==> src/rtl/core/sliding_window_linear_predictor_assert.svh <==
// Assertion macros for the sliding window linear predictor.
`ifndef SLIDING_WINDOW_LINEAR_PREDICTOR_ASSERT_SVH
`define SLIDING_WINDOW_LINEAR_PREDICTOR_ASSERT_SVH
`ifndef ASSERT_OFF
// clocked check, disabled while reset is held
`define SWLP_ASSERT(lbl, clk, rstn, prop, msg) \
  lbl: assert property (@(posedge clk) disable iff (!rstn) prop) else $error(msg);
// clocked check that also holds during reset
`define SWLP_ASSERT_ALWAYS(lbl, clk, prop, msg) \
  lbl: assert property (@(posedge clk) prop) else $error(msg);
`else
`define SWLP_ASSERT(lbl, clk, rstn, prop, msg)
`define SWLP_ASSERT_ALWAYS(lbl, clk, prop, msg)
`endif
`endif

==> src/rtl/core/swlp_pkg.sv <==
// Shared types and constants of the sliding window linear predictor.
`timescale 1ns / 1ps
package swlp_pkg;

  // one held sample, x in the lowest bits
  typedef struct packed {
    logic        [31:0] t;
    logic signed [15:0] y;
    logic signed [15:0] x;
  } sample_t;

  // number of cells in the sample ring
  localparam int MAX_POINTS = 16;

  // arithmetic widths (window never exceeds 31 points)
  localparam int CNT_W = 5;
  localparam int T_W   = 24;
  localparam int ST_W  = 29;
  localparam int STT_W = 53;
  localparam int SX_W  = 21;
  localparam int STX_W = 46;
  localparam int D_W   = 58;
  localparam int NX_W  = 52;
  localparam int LV_W  = 32;
  localparam int NUM_W = 86;
  localparam int DEN_W = 63;

  localparam logic [D_W-1:0] D_MIN = D_W'(1000000);

  // outcome codes
  localparam logic [1:0] OC_EMPTY  = 2'd0;
  localparam logic [1:0] OC_SINGLE = 2'd1;
  localparam logic [1:0] OC_DEGEN  = 2'd2;
  localparam logic [1:0] OC_FIT    = 2'd3;

  // register indexes
  localparam logic REG_WIN  = 1'b0;
  localparam logic REG_LEAD = 1'b1;

  localparam logic [4:0]  WIN_RESET  = 5'd10;
  localparam logic [19:0] LEAD_RESET = 20'd16000;

endpackage

==> src/rtl/core/swlp_cell.sv <==
// One cell of the sample ring: holds a sample and passes it on when enabled.
`timescale 1ns / 1ps
module swlp_cell (
  input  logic              clk,
  input  logic              en,
  input  swlp_pkg::sample_t d,
  output swlp_pkg::sample_t q
);

  swlp_pkg::sample_t q_r;

  // sample register, no reset needed
  always_ff @(posedge clk) begin
    if (en) begin
      q_r <= d;
    end
  end

  assign q = q_r;

endmodule

==> config.mk <==
export PLATFORM = sky130hd
export DESIGN_NAME = swlp_cell
export DESIGN_NICKNAME = d
export VERILOG_FILES = /design/src/rtl/core/sliding_window_linear_predictor_assert.svh /design/src/rtl/core/swlp_pkg.sv /design/src/rtl/core/swlp_cell.sv
export SDC_FILE = /design/constraint.sdc
export NUM_CORES = 1
export LEC_CHECK = 0
export ABC_AREA = 1
export BUFFER_PORTS_ARGS = -buffer_cell sky130_fd_sc_hd__buf_2
export CAP_MARGIN = 20
export CORE_UTILIZATION = 35
export CTS_CLUSTER_SIZE = 10
export DETAILED_ROUTE_END_ITERATION = 12
export PLACE_DENSITY = 0.78
export SLEW_MARGIN = 10
export SYNTH_ARGS = -nofsm -noshare
export SYNTH_HDL_FRONTEND = slang
export SYNTH_SLANG_ARGS = --single-unit
==> constraint.sdc <==
create_clock -name clk -period 0.8 [get_ports clk]
set_input_delay 0.12 -clock clk [delete_from_list [all_inputs] [get_ports clk]]
set_output_delay 0.12 -clock clk [all_outputs]
set_load 0.1 [all_outputs]
==> impl_metrics.json <==
{
  "status": "finished, violations left",
  "violations": "negative setup slack",
  "path_clk_slew_ns": 0.07,
  "nets": 336,
  "avgSynthCellArea_um2": 30.0,
  "cts_tree": "done",
  "synthTopCellsByArea": "edfxtp_1",
  "critPathRequiredTime_ns": 0.68,
  "path_delay_family": "flip-flops",
  "slew_viol_final": 0,
  "via_per_inst": 4.21,
  "row_count": 26,
  "netlist_top_cells_count": "edfxtp_1",
  "largest_reg_flops": 64,
  "whs_endpoint": "q[48]$_DFFE_PP_",
  "placed_cells": 265,
  "synth_most_common_cell": "edfxtp_1",
  "synth_edf_count": 64,
  "seqPwrFrac_pct": 43.0,
  "p_leak_nw": 1.84,
  "holdWs_ns": 0.289,
  "p_per_area_nw_per_um2": 2210,
  "synthesis.area_um2": 1920,
  "swShare_pct": 35.4,
  "gp_congestion": 0.595,
  "grt_use_total_pct": 21.2,
  "finalSetupViolCount": 64,
  "core-area_um2": 5200,
  "drive_gt1_share_pct": 51.3,
  "worstPathMaxFanout": 1,
  "synth_cells": 64,
  "fin_crit_sh_pct": 137,
  "max_freq_ghz": 0.911,
  "syn2layout_area_growth_pct": 131,
  "pwr-share-clk_pct": 21.9,
  "holdCritStartpoint": "en",
  "grt_pass1_wl_um": 8670,
  "firstDrtPassIters": 4,
  "critPathSlowestCell": "edfxtp_1",
  "antenna_found_initial": 0,
  "grt_max_degree": 35,
  "cp-end-kind": "output port",
  "drt-total-wl_um": 5730,
  "max_cap_violations": 0,
  "start_util_pct": 36.9,
  "die_area_um2": 5790,
  "post_cts_resized": 0,
  "p_switching_w": 0.00347,
  "multi_input_gates": 0,
  "synth-async-reset-ratio_pct": 0,
  "antenna_cells": 0,
  "hold_violations": 0,
  "cts_buffers": 9,
  "multiInputGateArea_um2": 0,
  "overflow": 0,
  "pre_cts_slack_ns": -0.0164,
  "cts-root-buf": "clkbuf_8",
  "ctsHtreeMaxLevel": 3,
  "wire_per_inst_um": 16.7,
  "intPower_w": 0.00634,
  "drc": 0,
  "grt_pass1_vias": 1673,
  "vdd_drop_max_uv": 1470,
  "yosysTopAreaCell": "edfxtp_1",
  "hold_class": "in -> reg",
  "clkSinkCount": 64,
  "syn-num-nets": 130,
  "path_cells": "buf_12",
  "synth_top_area_share_pct": 100,
  "cp_data_arrival_time_ns": 0.98,
  "yosysWarnings": 0,
  "synth_top_flop_cell": "edfxtp_1",
  "stdcell_count": 343,
  "crit_buf_inv": 1,
  "rsz0062_at_grt": "yes",
  "criticalPathCategory": "reg -> out",
  "ys_seq_area_share_pct": 100,
  "period_minus_slack_ns": 1.10,
  "io_buffers": 129,
  "cp_slowest_stage_delay_ns": 0.45,
  "synthDistinctLibCells": 1,
  "cts_setup_buffers": 0,
  "clk_path_buf_depth": 2,
  "die_h_um": 76.1,
  "worst_slack_ns": -0.298,
  "comb_power_share_pct": 35.1,
  "fp.dieW_um": 76.1,
  "start_kind": "flip-flop",
  "synth_seq_cells": 64,
  "pin_count": 130,
  "max_slew.worst_pin.slew_ns": 0.189,
  "hold_depth": 2,
  "detail_route.iter0.violations": 62,
  "postRouteAntennaNets": 0,
  "relSlewSlack_pct": 87.4,
  "vias": 1445
}
## timing repair
| item | 4_1_cts | 5_1_grt |
|---|---|---|
| gates cloned | 0 | 0 |
| endpoints found under the setup margin | 64 | 64 |
| endpoints found under the hold margin | 64 | 0 |
| hold buffers | 64 | 0 |
## routing by layer
metal,wire [um],track usage (%),vias up
li1,-,-,669
met1,1850,18.7,682
met2,3260,39.8,80
met3,461,10.9,14
met4,156,8.85,0
met5,0,0,-
## through the flow
stage | power, W | utilization (%) | cell area (um^2) | TNS (ns)
after floorplan | 0.00603 | - | 1920 | -14.34
final | 0.00981 | 85.3 | 4440 | -16.45
after detailed placement | 0.00748 | 70.2 | 3660 | -0.475
after global placement | 0.00742 | 70.2 | 3660 | 0
after global routing | 0.0101 | 85.3 | 4440 | -19.11
after CTS | 0.00982 | 85.3 | 4440 | -17.12
## cells in the final DEF (no fill, tap or decap)
cell and n:
dlygate4sd3_1 64, buf_12 66, edfxtp_1 64, clkbuf_1 2
clkbuf_8 9, buf_2 65, clkinv_1 3
## cells by family after synthesis
logic type,count (synthesis),synth area share [%]
DFF,64,100
## power groups by stage
stage                     combinational, W  sequential, W  clock [W]
after floorplan                          0        0.00603          0
after global placement             0.00315        0.00427          0
after detailed placement           0.00319        0.00429          0
after CTS                          0.00343        0.00422    0.00217
after global routing               0.00350        0.00424    0.00235
final                              0.00344        0.00422    0.00215
## area by class of cell
| cell class | instances | area [um^2] |
|---|---|---|
| clock buffer | 11 | 131 |
| timing repair buffer | 195 | 2290 |
| sequential | 64 | 1920 |
| clock inverter | 3 | 11.3 |
| fill | 245 | 766 |
| tap | 70 | 87.6 |
## worst max path at each step
| stage | depth (start not counted) | end | slack (ns) | startpoint |
|---|---|---|---|---|
| 2_1_floorplan | 0 | q[0] | -0.22 | q[0]$_DFFE_PP_ |
| 3_3_place_gp | 2 | q[9]$_DFFE_PP_ | 0.007 | en |
| 3_5_place_dp | 2 | q[56]$_DFFE_PP_ | -0.02 | en |
| 4_1_cts | 1 | q[35] | -0.30 | q[35]$_DFFE_PP_ |
| 5_1_grt | 1 | q[38] | -0.33 | q[38]$_DFFE_PP_ |
| 6_report | 1 | q[30] | -0.30 | q[30]$_DFFE_PP_ |
Note: power is estimated with default switching activity, not from simulation.
