--- config.mk ---
export PLATFORM = sky130hd
export DESIGN_NAME = swlp_div
export DESIGN_NICKNAME = d
export VERILOG_FILES = /design/src/rtl/core/sliding_window_linear_predictor_assert.svh /design/src/rtl/core/swlp_pkg.sv /design/src/rtl/core/swlp_div.sv
export SDC_FILE = /design/constraint.sdc
export NUM_CORES = 1
export LEC_CHECK = 0
export BUFFER_PORTS_ARGS = -buffer_cell sky130_fd_sc_hd__buf_2
export CAP_MARGIN = 40
export CORE_MARGIN = 2
export CORE_UTILIZATION = 40
export DETAILED_ROUTE_END_ITERATION = 10
export SLEW_MARGIN = 25
export SYNTH_ARGS = -nofsm -noshare
export SYNTH_HDL_FRONTEND = slang
export SYNTH_SLANG_ARGS = --single-unit
--- constraint.sdc ---
create_clock -name clk -period 5.1 [get_ports clk]
set_input_delay 1.02 -clock clk [delete_from_list [all_inputs] [get_ports clk]]
set_output_delay 1.02 -clock clk [all_outputs]
set_load 0.01 [all_outputs]
--- src/rtl/core/sliding_window_linear_predictor_assert.svh ---
// Assertion macros for the sliding window linear predictor.
`ifndef SLIDING_WINDOW_LINEAR_PREDICTOR_ASSERT_SVH
`define SLIDING_WINDOW_LINEAR_PREDICTOR_ASSERT_SVH
`ifndef ASSERT_OFF
// clocked check, disabled while reset is held
`define SWLP_ASSERT(lbl, clk, rstn, prop, msg) \
  lbl: assert property (@(posedge clk) disable iff (!rstn) prop) else $error(msg);
// clocked check that also holds during reset
`define SWLP_ASSERT_ALWAYS(lbl, clk, prop, msg) \
  lbl: assert property (@(posedge clk) prop) else $error(msg);
`else
`define SWLP_ASSERT(lbl, clk, rstn, prop, msg)
`define SWLP_ASSERT_ALWAYS(lbl, clk, prop, msg)
`endif
`endif

--- src/rtl/core/swlp_pkg.sv ---
// Shared types and constants of the sliding window linear predictor.
`timescale 1ns / 1ps
package swlp_pkg;

  // one held sample, x in the lowest bits
  typedef struct packed {
    logic        [31:0] t;
    logic signed [15:0] y;
    logic signed [15:0] x;
  } sample_t;

  // number of cells in the sample ring
  localparam int MAX_POINTS = 16;

  // arithmetic widths (window never exceeds 31 points)
  localparam int CNT_W = 5;
  localparam int T_W   = 24;
  localparam int ST_W  = 29;
  localparam int STT_W = 53;
  localparam int SX_W  = 21;
  localparam int STX_W = 46;
  localparam int D_W   = 58;
  localparam int NX_W  = 52;
  localparam int LV_W  = 32;
  localparam int NUM_W = 86;
  localparam int DEN_W = 63;

  localparam logic [D_W-1:0] D_MIN = D_W'(1000000);

  // outcome codes
  localparam logic [1:0] OC_EMPTY  = 2'd0;
  localparam logic [1:0] OC_SINGLE = 2'd1;
  localparam logic [1:0] OC_DEGEN  = 2'd2;
  localparam logic [1:0] OC_FIT    = 2'd3;

  // register indexes
  localparam logic REG_WIN  = 1'b0;
  localparam logic REG_LEAD = 1'b1;

  localparam logic [4:0]  WIN_RESET  = 5'd10;
  localparam logic [19:0] LEAD_RESET = 20'd16000;

endpackage

--- src/rtl/core/swlp_div.sv ---
// Restoring divider: signed numerator over positive denominator, rounded and saturated.
`timescale 1ns / 1ps
module swlp_div (
  input  logic                       clk,
  input  logic                       rst_n,
  input  logic                       start,
  input  logic [swlp_pkg::NUM_W-1:0] num,
  input  logic [swlp_pkg::DEN_W-1:0] den,
  output logic                       done,
  output logic signed [15:0]         quot
);

  localparam int NW = swlp_pkg::NUM_W;
  localparam int DW = swlp_pkg::DEN_W;
  localparam int CW = $clog2(NW + 1);

  logic          run_r, run_nxt;
  logic          fin_r, fin_nxt;
  logic          done_r, done_nxt;
  logic [CW-1:0] cnt_r, cnt_nxt;
  logic          neg_r, neg_nxt;
  logic [NW-1:0] mag_r, mag_nxt;
  logic [DW-1:0] rem_r, rem_nxt;
  logic [DW-1:0] den_r, den_nxt;
  logic signed [15:0] quot_r, quot_nxt;

  logic [DW:0]   rsh;
  logic          ge;
  logic [DW:0]   rdiff;
  logic          rnd;
  logic [NW:0]   qr;

  // one quotient bit per cycle
  assign rsh   = {rem_r, mag_r[NW-1]};
  assign ge    = rsh >= {1'b0, den_r};
  assign rdiff = rsh - {1'b0, den_r};
  // round half away from zero on the magnitude
  assign rnd   = {rem_r, 1'b0} >= {1'b0, den_r};
  assign qr    = {1'b0, mag_r} + {{NW{1'b0}}, rnd};

  always_comb begin
    run_nxt  = run_r;
    fin_nxt  = 1'b0;
    done_nxt = 1'b0;
    cnt_nxt  = cnt_r;
    neg_nxt  = neg_r;
    mag_nxt  = mag_r;
    rem_nxt  = rem_r;
    den_nxt  = den_r;
    quot_nxt = quot_r;
    if (start) begin
      neg_nxt = num[NW-1];
      mag_nxt = num[NW-1] ? (~num + {{(NW-1){1'b0}}, 1'b1}) : num;
      rem_nxt = '0;
      den_nxt = den;
      cnt_nxt = CW'(NW);
      run_nxt = 1'b1;
    end else if (run_r) begin
      rem_nxt = ge ? rdiff[DW-1:0] : rsh[DW-1:0];
      mag_nxt = {mag_r[NW-2:0], ge};
      cnt_nxt = cnt_r - CW'(1);
      if (cnt_r == CW'(1)) begin
        run_nxt = 1'b0;
        fin_nxt = 1'b1;
      end
    end else if (fin_r) begin
      // saturate to the signed 16-bit integer (Q16.0) range
      if (neg_r) begin
        quot_nxt = (qr > (NW+1)'(32768)) ? 16'sh8000 : 16'(~qr[15:0] + 16'd1);
      end else begin
        quot_nxt = (qr > (NW+1)'(32767)) ? 16'sh7fff : 16'(qr[15:0]);
      end
      done_nxt = 1'b1;
    end
  end

  always_ff @(posedge clk) begin
    if (!rst_n) begin
      run_r  <= 1'b0;
      fin_r  <= 1'b0;
      done_r <= 1'b0;
      cnt_r  <= '0;
    end else begin
      run_r  <= run_nxt;
      fin_r  <= fin_nxt;
      done_r <= done_nxt;
      cnt_r  <= cnt_nxt;
    end
  end

  always_ff @(posedge clk) begin
    neg_r  <= neg_nxt;
    mag_r  <= mag_nxt;
    rem_r  <= rem_nxt;
    den_r  <= den_nxt;
    quot_r <= quot_nxt;
  end

  assign done = done_r;
  assign quot = quot_r;

endmodule

==> impl_metrics.env <==
export IMPL_run_status="complete, but fails checks"
export IMPL_violations="negative setup slack"
export IMPL_synth_area_mm2=0.0180
export IMPL_grt_met3_usage=0.0269
export IMPL_drc=0
export IMPL_vias_per_cell=5.72
export IMPL_syn2layout_area_growth_pct=24.3
export IMPL_cp_data_arrival_time_ns=5.43
export IMPL_drt_pre_antenna_iters=6
export IMPL_gr_usage_met2=0.405
export IMPL_core_mm2=0.0443
export IMPL_hold_class="register to register"
export IMPL_setup_ws_ns=-0.0354
export IMPL_ys_warn_count=0
export IMPL_hold_depth=2
export IMPL_diodes=0
export IMPL_dpl_cell_area_mm2=0.0208
export IMPL_multi_input_area_mm2=0.0113
export IMPL_final_util=0.506
export IMPL_grt_pass1_vias=17100
export IMPL_drt_iter0_markers=1442
export IMPL_hold_path_endpoint="rem_r[43]$_SDFFE_PP0P_"
export IMPL_ir_drop_uv=334
export IMPL_syn_num_nets=2413
export IMPL_cts_buffers=29
export IMPL_min_period_ns=5.14
export IMPL_drive_gt1_frac=0.223
export IMPL_grt_pass1_wl_um=91600
export IMPL_worstRegToRegCells=21
export IMPL_antenna_found_initial=0
export IMPL_avgSynthCellArea_um2=8.24
export IMPL_r2r_end="quot[11]$_DFFE_PP_"
export IMPL_synth_top_area_cell="edfxtp_1"
export IMPL_worstHoldStart="rem_r[42]$_SDFFE_PP0P_"
export IMPL_dr_total_vias=17800
export IMPL_fillers=4263
export IMPL_synth_area_leaders="edfxtp_1 28%, dfxtp_1 8.1%, xor2_1 5.4%"
export IMPL_grt_busiest_layer="met2"
export IMPL_path_clk_slew_ns=0.06
export IMPL_layout_common_cells="249 x nor2_1, 230 x nand2_1, 217 x buf_4"
export IMPL_drt_wirelength_per_cell_um=18.7
export IMPL_end_kind="register"
export IMPL_postCtsHoldBufs=0
export IMPL_rsz0062_at_grt="true"
export IMPL_place_gp_congestion=0.932
export IMPL_synthArstFlopShare=0
export IMPL_finalPower_w=0.00650
export IMPL_setup_violations=9
export IMPL_dieWidth_um=216
export IMPL_io_buffer_count=168
export IMPL_final_common_cell="nor2_1"
export IMPL_fin_area_mm2=0.0224
export IMPL_gr_total_overflow=0
export IMPL_maxCapViolations=0
export IMPL_syn_inst=2189
export IMPL_critPathLaunchType="register"
export IMPL_placed_cells=3041
export IMPL_slew_headroom=0.417
export IMPL_crit_type="register to register"
export IMPL_start_util=0.407
export IMPL_die_h_um=216
export IMPL_grt_max_degree=145
export IMPL_grt_use_total=0.241
export IMPL_routed_wl_um=58300
export IMPL_final_max_slew_viol_count=0
export IMPL_cts_tree="built"
export IMPL_timing_rr_start="den_r[59]$_DFFE_PP_"
export IMPL_finClkSkew_ns=0.0120
export IMPL_synth_seq_area_share=0.357
export IMPL_fmax_mhz=195
export IMPL_hold_viol=0
export IMPL_reg2reg_setup_slack_ns=-0.04
export IMPL_hpwl_um=44000
export IMPL_instances_no_fill=3112
export IMPL_ios=169
export IMPL_clock_sinks=239
export IMPL_synth_distinct_cells=80
export IMPL_crit_required_ns=5.40
export IMPL_tightest_slew_ns=0.866
export IMPL_dp_worst_setup_slack_ns=-0.476
export IMPL_clock_path_buffers=3
export IMPL_layout_nets=2721
export IMPL_clock_latency_ns=0.58
export IMPL_regArea_mm2=0.00645
export IMPL_p_per_area_mw_per_mm2=290
export IMPL_rows=77
export IMPL_cts_root_buffer="clkbuf_16"
export IMPL_p_leak_nw=8.78
export IMPL_netlist_area_leader_share=0.276
export IMPL_synthFlopType="edfxtp_1"
export IMPL_crit_path_max_fanout=7
export IMPL_ys_ff_latch=239
export IMPL_finalCritPeriodShare=1.01
export IMPL_cts_max_level=1
export IMPL_dieArea_mm2=0.0468
export IMPL_ant_nets=0
export IMPL_synth_edf_count=166
export IMPL_grtUsageMet1=0.323
-- how the worst max path moves through the flow --
stage,end,from,slack [ns],cells after the start
2_1_floorplan,quot[8]$_DFFE_PP_,den_r[56]$_DFFE_PP_,0.11,21
3_3_place_gp,quot[8]$_DFFE_PP_,den_r[57]$_DFFE_PP_,-0.22,19
3_5_place_dp,quot[13]$_DFFE_PP_,den_r[57]$_DFFE_PP_,-0.48,19
4_1_cts,quot[11]$_DFFE_PP_,den_r[58]$_DFFE_PP_,-0.09,24
5_1_grt,quot[2]$_DFFE_PP_,den_r[11]$_DFFE_PP_,-0.31,26
6_report,quot[11]$_DFFE_PP_,den_r[59]$_DFFE_PP_,-0.04,21
-- kinds of logic (layout without fill, tap and decap cells) --
group,Yosys count,after routing,synth area share
mux,32,32,0.0190
simple gates,887,887,0.240
xor+xnor,170,170,0.0825
flops,239,239,0.357
fa+ha+maj,72,72,0.0504
compound gates,566,566,0.203
buf+inv,223,554,0.0476
-- worst max-delay path, stage by stage, from the launching register on --
cell and delay [ns]:
edfxtp_1 0.32, inv_1 0.06, ha_4 0.27, and4_4 0.24, nand3_2 0.07, or3_4 0.36, a311o_1 0.33, nand3_2 0.15
ha_4 0.19, nand3_4 0.08, or4_4 0.53, or4_4 0.54, buf_4 0.17, nor3_2 0.17, xnor2_1 0.17, nand4_1 0.17
a2111oi_4 0.24, nand4_1 0.15, buf_6 0.16, nor3_4 0.21, buf_6 0.17, a211oi_1 0.08
-- per-stage QoR --
stage | hold WS (ns) | TNS, ns
after floorplan | 0.459 | 0
after global placement | 0.485 | -2.28
after detailed placement | 0.481 | -5.14
after CTS | 0.495 | -0.798
after global routing | 0.505 | -3.69
final | 0.498 | -0.154
-- per-layer routing --
layer / vias up / share of wire
met3: 107 / 0.047
met5: - / 0
met2: 506 / 0.47
met4: 0 / 0.032
met1: 8446 / 0.45
li1: 8727 / -
-- registers in the layout, indices dropped and copies added, names as in the netlist --
| name | cells |
|---|---|
| rem_r | 63 |
| run_r | 1 |
| den_r | 63 |
| fin_r | 1 |
| quot | 16 |
| cnt_r | 7 |
| neg_r | 1 |
| done | 1 |
| mag_r | 86 |
-- where the power goes --
part / total [W] / leakage [nW] / internal, W / switching (W)
logic: 0.00186 / 6.10 / 0.000786 / 0.00107
registers: 0.00251 / 2.22 / 0.00229 / 0.000222
clock network: 0.00213 / 0.461 / 0.00126 / 0.000871
-- what timing repair did --
item,CTS,global route
gates resized for setup,46,54
setup endpoints to repair,16,16
buffers inserted,10,6
pin swaps,23,32
-- area by class of cell --
class                   instances  area share
repair buffers                392       0.114
well taps                     592      0.0330
inverters                     108      0.0181
clock inverters                18     0.00926
flip-flops and latches        239       0.288
multi-input cells            1727       0.504
clock buffers                  36      0.0340
-- Yosys cell counts (59+ instances only) --
master,n
edfxtp_1,166
nand4_1,72
dfxtp_1,73
nand3_1,69
nor3_1,59
nor2_1,252
nand2_1,232
ha_1,71
xor2_1,111
clkbuf_1,97
inv_1,108
a21oi_1,190
xnor2_1,59
o21ai_0,105
Note: power is estimated with default switching activity, not from simulation.
